`config.mk`:
```
export PLATFORM = sky130hd
export DESIGN_NAME = priority_message_queue
export DESIGN_NICKNAME = d
export VERILOG_FILES = /design/src/rtl/pmq_pkg.sv /design/src/rtl/pmq_mem.sv /design/src/rtl/pmq_cmp.sv /design/src/rtl/pmq_ctrl.sv /design/src/rtl/priority_message_queue.sv
export SDC_FILE = /design/constraint.sdc
export NUM_CORES = 2
export LEC_CHECK = 0
export ABC_AREA = 1
export BUFFER_PORTS_ARGS = -buffer_cell sky130_fd_sc_hd__buf_2
export CAP_MARGIN = 0
export CORE_MARGIN = 8
export CORE_UTILIZATION = 40
export CTS_CLUSTER_SIZE = 16
export DETAILED_ROUTE_END_ITERATION = 8
export PLACE_DENSITY = 0.55
export REMOVE_ABC_BUFFERS = 1
export SYNTH_ARGS = -nofsm -noshare
export SYNTH_HDL_FRONTEND = slang
export SYNTH_HIERARCHICAL = 1
export SYNTH_SLANG_ARGS = --single-unit
```
`constraint.sdc`:
```
create_clock -name clk -period 12.8 [get_ports clk]
set_input_delay 2.56 -clock clk [delete_from_list [all_inputs] [get_ports clk]]
set_output_delay 2.56 -clock clk [all_outputs]
set_load 0.02 [all_outputs]
```
`src/rtl/pmq_pkg.sv`:
```
`timescale 1ns / 1ps

package pmq_pkg;

  localparam int STORE_DEPTH     = 16;
  localparam int ADDR_W          = 4;
  localparam int CNT_W           = 5;
  localparam int DEF_QUEUE_LIMIT = 15;

  localparam logic [3:0] ACT_ENQ_NEW  = 4'd0;
  localparam logic [3:0] ACT_ENQ_OLD  = 4'd1;
  localparam logic [3:0] ACT_DEQ      = 4'd2;
  localparam logic [3:0] ACT_REM_KEY  = 4'd3;
  localparam logic [3:0] ACT_REM_PRIO = 4'd4;
  localparam logic [3:0] ACT_PUSH     = 4'd5;
  localparam logic [3:0] ACT_POP      = 4'd6;
  localparam logic [3:0] ACT_INS_AT   = 4'd7;
  localparam logic [3:0] ACT_REM_AT   = 4'd8;

  localparam logic REG_EVICT_FIRST  = 1'b0;
  localparam logic REG_EVICT_SECOND = 1'b1;

  typedef struct packed {
    logic [3:0]  action;
    logic [15:0] msg_key;
    logic [15:0] msg_priority;
    logic [31:0] msg_payload;
    logic [15:0] window_min;
    logic [15:0] window_max;
    logic [4:0]  position;
  } pmq_req_t;

  typedef struct packed {
    logic        ok;
    logic [15:0] out_key;
    logic [15:0] out_priority;
    logic [31:0] out_payload;
    logic        evicted;
    logic [4:0]  entry_count;
    logic        is_empty;
  } pmq_rsp_t;

  typedef struct packed {
    logic [15:0] key;
    logic [15:0] prio;
    logic [31:0] payload;
  } pmq_entry_t;

endpackage

```
`src/rtl/pmq_mem.sv`:
```
`timescale 1ns / 1ps

module pmq_mem import pmq_pkg::*; (
  input  logic              clk,
  input  logic              we,
  input  logic [ADDR_W-1:0] waddr,
  input  pmq_entry_t        wdata,
  input  logic [ADDR_W-1:0] raddr,
  output pmq_entry_t        rdata
);

  pmq_entry_t mem [STORE_DEPTH];

  always_ff @(posedge clk) begin
    if (we) begin
      mem[waddr] <= wdata;
    end
    rdata <= mem[raddr];
  end

endmodule

```
`src/rtl/pmq_cmp.sv`:
```
`timescale 1ns / 1ps

module pmq_cmp import pmq_pkg::*; (
  input  logic        key_mode,
  input  pmq_entry_t  entry,
  input  logic [15:0] key,
  input  logic [15:0] lo,
  input  logic [15:0] hi,
  input  logic        want_large,
  input  logic        found,
  input  logic [15:0] best,
  output logic        hit
);

  logic in_win;
  logic better;

  always_comb begin
    in_win = (entry.prio >= lo) && (entry.prio <= hi);
    // ties go to the later (older) entry
    better = want_large ? (entry.prio >= best) : (entry.prio <= best);
    if (key_mode) begin
      hit = !found && (entry.key == key);
    end else begin
      hit = in_win && (!found || better);
    end
  end

endmodule

```
`src/rtl/pmq_ctrl.sv`:
```
`timescale 1ns / 1ps

module pmq_ctrl import pmq_pkg::*; #(
  parameter int QUEUE_LIMIT = DEF_QUEUE_LIMIT
) (
  input  logic              clk,
  input  logic              rst,
  input  logic              start,
  input  pmq_req_t          req,
  input  logic [15:0]       evict_first_bound,
  input  logic [15:0]       evict_second_bound,
  input  logic              take,
  output logic              idle,
  output logic              done,
  output pmq_rsp_t          result,
  output logic              mem_we,
  output logic [ADDR_W-1:0] mem_waddr,
  output pmq_entry_t        mem_wdata,
  output logic [ADDR_W-1:0] mem_raddr,
  input  pmq_entry_t        mem_rdata
);

  localparam logic [2:0] S_IDLE    = 3'd0;
  localparam logic [2:0] S_SEARCH  = 3'd1;
  localparam logic [2:0] S_REMOVE  = 3'd2;
  localparam logic [2:0] S_INS_CHK = 3'd3;
  localparam logic [2:0] S_INSERT  = 3'd4;
  localparam logic [2:0] S_DONE    = 3'd5;

  logic [2:0]        state;
  pmq_req_t          r;
  logic [CNT_W-1:0]  count;
  logic [CNT_W-1:0]  cur;
  logic [CNT_W-1:0]  cur_m1;
  logic              rvalid;
  logic [ADDR_W-1:0] raddr_q;
  logic              found;
  logic [15:0]       best;
  logic [ADDR_W-1:0] idx;
  logic [CNT_W-1:0]  ins_pos;
  pmq_entry_t        got;
  logic              ok;
  logic              removed;
  logic              ev;
  logic              evict_mode;
  logic              key_mode;
  logic [15:0]       lo;
  logic [15:0]       hi;
  logic              want_large;

  logic              issue;
  logic              hit;
  logic [CNT_W-1:0]  ipos;
  logic [CNT_W-1:0]  rem_at_pos;
  logic [15:0]       win_a;
  logic [15:0]       win_b;
  pmq_entry_t        new_entry;

  function automatic logic [ADDR_W-1:0] cur_of(input logic [CNT_W-1:0] v);
    return v[ADDR_W-1:0];
  endfunction

  assign cur_m1 = cur - CNT_W'(1);
  assign new_entry = '{key: r.msg_key, prio: r.msg_priority, payload: r.msg_payload};

  pmq_cmp u_cmp (
    .key_mode   (key_mode),
    .entry      (mem_rdata),
    .key        (r.msg_key),
    .lo         (lo),
    .hi         (hi),
    .want_large (want_large),
    .found      (found),
    .best       (best),
    .hit        (hit)
  );

  // memory sweep: a moved entry is written the cycle after its read
  always_comb begin
    issue     = 1'b0;
    mem_raddr = cur[ADDR_W-1:0];
    mem_we    = 1'b0;
    mem_waddr = raddr_q;
    mem_wdata = mem_rdata;
    unique case (state)
      S_SEARCH: begin
        issue = cur < count;
      end
      S_REMOVE: begin
        issue = cur < count;
        if (rvalid && raddr_q != idx) begin
          mem_we    = 1'b1;
          mem_waddr = raddr_q - ADDR_W'(1);
        end
      end
      S_INSERT: begin
        issue     = cur > ins_pos;
        mem_raddr = cur_m1[ADDR_W-1:0];
        if (rvalid) begin
          mem_we    = 1'b1;
          mem_waddr = raddr_q + ADDR_W'(1);
        end else if (!issue) begin
          mem_we    = 1'b1;
          mem_waddr = ins_pos[ADDR_W-1:0];
          mem_wdata = new_entry;
        end
      end
      default: begin
        issue = 1'b0;
      end
    endcase
  end

  always_comb begin
    case (r.action) inside
      ACT_ENQ_OLD: ipos = (int'(count) < QUEUE_LIMIT) ? count : '0;
      ACT_INS_AT:  ipos = r.position;
      default:     ipos = '0;
    endcase
    rem_at_pos = (req.position == '0) ? '0 : req.position - CNT_W'(1);
    win_a = (req.action == ACT_REM_PRIO) ? req.window_min : evict_first_bound;
    win_b = (req.action == ACT_REM_PRIO) ? req.window_max : evict_second_bound;
  end

  always_ff @(posedge clk) begin
    if (rst) begin
      state  <= S_IDLE;
      count  <= '0;
      rvalid <= 1'b0;
    end else begin
      rvalid <= issue;
      if (issue) begin
        raddr_q <= mem_raddr;
      end
      unique case (state)
        S_IDLE: begin
          if (start) begin
            r          <= req;
            ok         <= 1'b0;
            removed    <= 1'b0;
            ev         <= 1'b0;
            found      <= 1'b0;
            best       <= '0;
            cur        <= '0;
            evict_mode <= 1'b0;
            key_mode   <= (req.action == ACT_REM_KEY);
            want_large <= win_b > win_a;
            lo         <= (win_b > win_a) ? win_a : win_b;
            hi         <= (win_b > win_a) ? win_b : win_a;
            unique case (req.action) inside
              ACT_ENQ_NEW, ACT_ENQ_OLD: begin
                if (int'(count) > QUEUE_LIMIT) begin
                  evict_mode <= 1'b1;
                  state      <= S_SEARCH;
                end else begin
                  state <= S_INS_CHK;
                end
              end
              ACT_DEQ: begin
                if (count != '0) begin
                  idx   <= cur_of(count - CNT_W'(1));
                  cur   <= count - CNT_W'(1);
                  state <= S_REMOVE;
                end else begin
                  state <= S_DONE;
                end
              end
              ACT_REM_KEY, ACT_REM_PRIO: begin
                state <= (count != '0) ? S_SEARCH : S_DONE;
              end
              ACT_PUSH, ACT_INS_AT: begin
                state <= S_INS_CHK;
              end
              ACT_POP: begin
                if (count != '0) begin
                  idx   <= '0;
                  state <= S_REMOVE;
                end else begin
                  state <= S_DONE;
                end
              end
              ACT_REM_AT: begin
                if (rem_at_pos < count) begin
                  idx   <= rem_at_pos[ADDR_W-1:0];
                  cur   <= rem_at_pos;
                  state <= S_REMOVE;
                end else begin
                  state <= S_DONE;
                end
              end
              default: begin
                state <= S_DONE;
              end
            endcase
          end
        end
        S_SEARCH: begin
          if (issue) begin
            cur <= cur + CNT_W'(1);
          end
          if (rvalid && hit) begin
            found <= 1'b1;
            best  <= mem_rdata.prio;
            idx   <= raddr_q;
          end
          if (!issue && !rvalid) begin
            if (found) begin
              cur   <= {1'b0, idx};
              state <= S_REMOVE;
            end else if (evict_mode) begin
              state <= S_INS_CHK;
            end else begin
              state <= S_DONE;
            end
          end
        end
        S_REMOVE: begin
          if (issue) begin
            cur <= cur + CNT_W'(1);
          end
          if (rvalid && raddr_q == idx) begin
            got <= mem_rdata;
          end
          if (!issue && !rvalid) begin
            count <= count - CNT_W'(1);
            if (evict_mode) begin
              ev    <= 1'b1;
              state <= S_INS_CHK;
            end else begin
              ok      <= 1'b1;
              removed <= 1'b1;
              state   <= S_DONE;
            end
          end
        end
        S_INS_CHK: begin
          if (count == CNT_W'(STORE_DEPTH) || ipos > count) begin
            state <= S_DONE;
          end else begin
            ins_pos <= ipos;
            cur     <= count;
            state   <= S_INSERT;
          end
        end
        S_INSERT: begin
          if (issue) begin
            cur <= cur_m1;
          end
          if (!issue && !rvalid) begin
            count <= count + CNT_W'(1);
            ok    <= 1'b1;
            state <= S_DONE;
          end
        end
        S_DONE: begin
          if (take) begin
            state <= S_IDLE;
          end
        end
        default: begin
          state <= S_IDLE;
        end
      endcase
    end
  end

  always_comb begin
    result.ok           = ok;
    result.out_key      = removed ? got.key : '0;
    result.out_priority = removed ? got.prio : '0;
    result.out_payload  = removed ? got.payload : '0;
    result.evicted      = ev;
    result.entry_count  = count;
    result.is_empty     = (count == '0);
  end

  assign idle = (state == S_IDLE);
  assign done = (state == S_DONE);

endmodule

```
`src/rtl/priority_message_queue.sv`:
```
`timescale 1ns / 1ps
// each memory sweep reads one entry per cycle; the longest request is an enqueue on a
// full store
// requests: a new request is taken only once the previous one is done; a result may
// wait in the result register while the next request is taken
// reset: held count, sequencer and result valid cleared, eviction bounds 0 and 65535;
// message memory is not cleared and holds no valid data until written

module priority_message_queue import pmq_pkg::*; #(
  parameter int QUEUE_LIMIT = DEF_QUEUE_LIMIT
) (
  input  logic        clk,
  input  logic        rst,
  input  logic        req_valid,
  output logic        req_ready,
  input  pmq_req_t    req,
  output logic        rsp_valid,
  input  logic        rsp_ready,
  output pmq_rsp_t    rsp,
  input  logic        cfg_we,
  input  logic        cfg_index,
  input  logic [15:0] cfg_data
);

  logic              start;
  logic              take;
  logic              idle;
  logic              done;
  pmq_rsp_t          result;
  logic [15:0]       evict_first_bound;
  logic [15:0]       evict_second_bound;
  logic              mem_we;
  logic [ADDR_W-1:0] mem_waddr;
  pmq_entry_t        mem_wdata;
  logic [ADDR_W-1:0] mem_raddr;
  pmq_entry_t        mem_rdata;

  assign req_ready = idle;
  assign start     = req_valid && req_ready;
  // result register frees the sequencer while the response waits
  assign take      = done && (!rsp_valid || rsp_ready);

  always_ff @(posedge clk) begin
    if (rst) begin
      evict_first_bound  <= '0;
      evict_second_bound <= 16'hFFFF;
    end else if (cfg_we) begin
      unique case (cfg_index)
        REG_EVICT_FIRST:  evict_first_bound  <= cfg_data;
        REG_EVICT_SECOND: evict_second_bound <= cfg_data;
      endcase
    end
  end

  always_ff @(posedge clk) begin
    if (rst) begin
      rsp_valid <= 1'b0;
    end else if (take) begin
      rsp_valid <= 1'b1;
    end else if (rsp_ready) begin
      rsp_valid <= 1'b0;
    end
  end

  always_ff @(posedge clk) begin
    if (take) begin
      rsp <= result;
    end
  end

  pmq_ctrl #(
    .QUEUE_LIMIT (QUEUE_LIMIT)
  ) u_ctrl (
    .clk                (clk),
    .rst                (rst),
    .start              (start),
    .req                (req),
    .evict_first_bound  (evict_first_bound),
    .evict_second_bound (evict_second_bound),
    .take               (take),
    .idle               (idle),
    .done               (done),
    .result             (result),
    .mem_we             (mem_we),
    .mem_waddr          (mem_waddr),
    .mem_wdata          (mem_wdata),
    .mem_raddr          (mem_raddr),
    .mem_rdata          (mem_rdata)
  );

  pmq_mem u_mem (
    .clk   (clk),
    .we    (mem_we),
    .waddr (mem_waddr),
    .wdata (mem_wdata),
    .raddr (mem_raddr),
    .rdata (mem_rdata)
  );

endmodule

```
==> impl_metrics.ini <==
[floorplanning]
initial_core_util_pct = 40.09
die_x_um = 408.3
die_y_um = 408.3
placement_rows = 144
io_pins = 201
core_area_um2 = 153500
die-area_um2 = 166700

[cells_and_area]
fin_area_um2 = 69230
layout.core_utilization_pct = 45.10
nets = 6150
count_of_fill_cells_added_during_filler_insertion = 14270
drive_above_1_share_pct = 9.946
flow.area_growth_from_synthesis_pct = 12.49

[yosys]
postSynthRegisterBits = 1412
asyncSetResetFlopFracSynth_pct = 0
dominantRegCellSynth = edfxtp_1
synth_area_per_cell_um2 = 10.67
synth_cell_types = 54
synth_enable_flop_cells = 1306
number_of_standard_cells_after_synthesis = 5766
synth-seq-area-share_pct = 67.17
yosysWarnings = 6
synthesis.area_um2 = 61540

[timing]
finalHoldViolCount = 0
worst_slew_pin_slew_ps = 1218
fin_worst_skew_ps = 33.96
setup_failing_eps_final = 0
worst_slew_margin_rel_pct = 18.60
maxSlewViolCount = 0
max_freq_mhz = 164.5
unrepaired_setup_endpoints_after_global_routing = false
period_needed_ps = 6078
post-route-period-util_pct = 47.48

[run_status]
outcome = completed

[cts]
cts-htree-levels = 4
cts_root_buffer = clkbuf_16
cts_tree = built
cts_made_buffers = 155
worst_skew_pair.late_latency_ps = 800
postCtsResizedCells = 0
ctsHoldBuffers = 0
ctsLongestPathBuffers = 3
clock_sink_count = 1412
clkTransAtPathRegs_ps = 60
post_cts_buffers = 0

[flow_run]
max-cap-violations = 0

[routing]
num_vias = 40020
initialDrtViolationCount = 3268
postRouteAntennaNets = 0
avgViaCountPerCell = 4.935
routed_wl_mm = 162.9
route.detailed.wl_per_inst_um = 20.09
detailedRoute.firstPassIterationCount = 6
remaining_drc_errors = 0

[setup_path]
worst_setup_path_end_kind = flop
path_class = in -> reg
r2r.worst_path.cells = 14
worst-endpoint-arrival_ps = 6570
timing.critical_path.fanout_max = 33
required_ps = 13290
setup.worst_path.start_class = input port

[placement]
place_area_um2 = 64240
gp_routability_congestion = 0.8115
buffer_ports.inserted = 200
hpwl_mm = 86.15

[hold_path]
hold_depth = 0
path_type_of_the_worst_min_delay_path = reg -> reg

[grt]
grt_util_all_layers_pct = 18.90
first_global_vias = 38950
global_route_wire_length_before_repair_mm = 242.5
grt_antenna_before_repair = 4
grt_max_degree = 209
grt_overflow = 0

[pwr]
totalPowerFinal_mw = 16.01
p_per_area_nw_per_um2 = 231.2
peak_vdd_ir_uv = 244.2
static_leakage_nw = 29.56
final timing paths:
path / start / endpoint / slack (ps)
hold / removal: u_mem/rdata[14]$_DFF_P_ / u_ctrl/got[14]$_DFFE_PP_ / 430
setup reg to reg: u_ctrl/cur[2]$_DFFE_PP_ / u_mem/mem[14][59]$_DFFE_PP_ / 7860
hold reg to reg: u_mem/rdata[14]$_DFF_P_ / u_ctrl/got[14]$_DFFE_PP_ / 430
setup / recovery: req[104] / u_ctrl/hi[12]$_DFFE_PP_ / 6720
power breakdown:
group          internal, mW  total, mW  switching (mW)  leakage, nW
Clock                  2.52       4.37            1.85         2.45
Combinational          1.45       5.30            3.85         14.4
Sequential             6.10       6.34           0.239         12.7
Total                  10.1       16.0            5.94         29.6
area by class of cell:
| class | instances | area [um^2] | area share, % |
|---|---|---|---|
| Antenna cell | 1 | 2.502 | 0.003615 |
| Clock buffer | 226 | 4438 | 6.411 |
| Clock inverter | 62 | 553.0 | 0.7988 |
| Inverter | 1035 | 3926 | 5.671 |
| Multi-Input combinational cell | 3066 | 14920 | 21.55 |
| Sequential cell | 1412 | 41340 | 59.71 |
| Tap cell | 2044 | 2557 | 3.694 |
| Timing Repair Buffer | 262 | 1491 | 2.154 |
layer usage:
| layer | global-route usage (%) | wire [um] | share of wire (%) |
|---|---|---|---|
| met1 | 25.21 | 70970 | 44 |
| met2 | 32.06 | 79100 | 49 |
| met3 | 2.835 | 8802 | 5.4 |
| met4 | 5.473 | 4005 | 2.5 |
| met5 | 0 | 0 | 0 |
synthesized netlist by cell type (4+ instances only):
| master | n | share of area [%] |
|---|---|---|
| buf_2 | 121 | 0.98 |
| nand2_1 | 1637 | 10 |
| nor4_1 | 7 | 0.071 |
| a21oi_1 | 70 | 0.57 |
| nor3_1 | 13 | 0.11 |
| nand4_1 | 15 | 0.15 |
| xnor2_1 | 6 | 0.085 |
| mux2_4 | 47 | 1.1 |
| nor2_1 | 153 | 0.93 |
| nand3_2 | 4 | 0.065 |
| o21bai_1 | 5 | 0.061 |
| xor2_1 | 14 | 0.20 |
| ha_1 | 91 | 1.9 |
| buf_1 | 17 | 0.10 |
| nand3_1 | 838 | 6.8 |
| inv_2 | 10 | 0.061 |
| dfxtp_1 | 106 | 3.4 |
| inv_1 | 1024 | 6.2 |
| or2_2 | 7 | 0.071 |
| edfxtp_1 | 1306 | 64 |
| o21ai_0 | 68 | 0.55 |
| mux2i_1 | 32 | 0.52 |
| o22ai_1 | 5 | 0.051 |
| o211ai_1 | 4 | 0.049 |
| clkbuf_1 | 37 | 0.23 |
| buf_6 | 53 | 0.97 |
| buf_4 | 25 | 0.30 |
| nand2_2 | 7 | 0.071 |
| o21a_1 | 4 | 0.049 |
| nor2_2 | 4 | 0.041 |
| a31oi_1 | 4 | 0.041 |
cell usage in the layout, fill, tap and decap left out, drive strengths merged, types with 5 or more instances in the layout:
cell and count:
a21oi 71, buf 262, bufinv 5, clkbuf 226, clkinv 45, dfxtp 106, edfxtp 1306, ha 91
inv 1044, mux2 48, mux2i 32, nand2 1645, nand3 843, nand4 15, nor2 158, nor3 15
nor4 7, o21ai 70, o21bai 5, o22ai 5, or2 8, xnor2 6, xor2 14
registers in the layout (all words and copies together), names as in the netlist, 3 cells and up:
signal              cells
u_ctrl/lo              16
u_ctrl/r                9
u_ctrl/got             64
u_ctrl/cur              5
u_ctrl/state            3
u_mem/mem            1024
evict_second_bound     16
u_ctrl/count            5
u_ctrl/best            16
u_ctrl/new_entry       64
u_ctrl/ins_pos          5
u_ctrl/hi              16
evict_first_bound      16
u_ctrl/raddr_q          4
u_ctrl/idx              4
rsp                    72
u_mem/rdata            64
cell families (layout without fill, tap and decap cells):
family / count (synthesis) / count (layout) / synth area share, %
and+or+nand+nor: 2695 / 2695 / 18.46
DFF: 1412 / 1412 / 67.17
buffers and inverters: 1288 / 1585 / 8.905
AOI/OAI and AO/OA: 180 / 180 / 1.641
adders and majority gates: 91 / 91 / 1.850
muxes: 80 / 80 / 1.685
xor gates and xnor gates: 20 / 20 / 0.2846
other: 0 / 1 / 0
metrics by stage:
step                      setup WS [ps]  std cells  hold WS (ps)  setup TNS (ps)
after floorplan                  -12900       5513         400.3         -828420
after global placement             6019       7819         415.1               0
after detailed placement           5946       7819         417.4               0
after CTS                          6796       8107         429.5               0
after global routing               6238       8107         442.8               0
final                              6722       8108         430.5               0
worst max-delay path, stage by stage:
cell	delay, ps
buf_2	130
inv_1	70
nand2_1	120
nor2_4	950
mux2i_1	280
inv_1	90
ha_1	300
nand2_1	70
o21a_1	190
o221ai_1	270
nand2_1	90
nand2_1	80
nand2_2	330
inv_1	800
o21ai_0	200
Power figures use the tool's default switching activity.
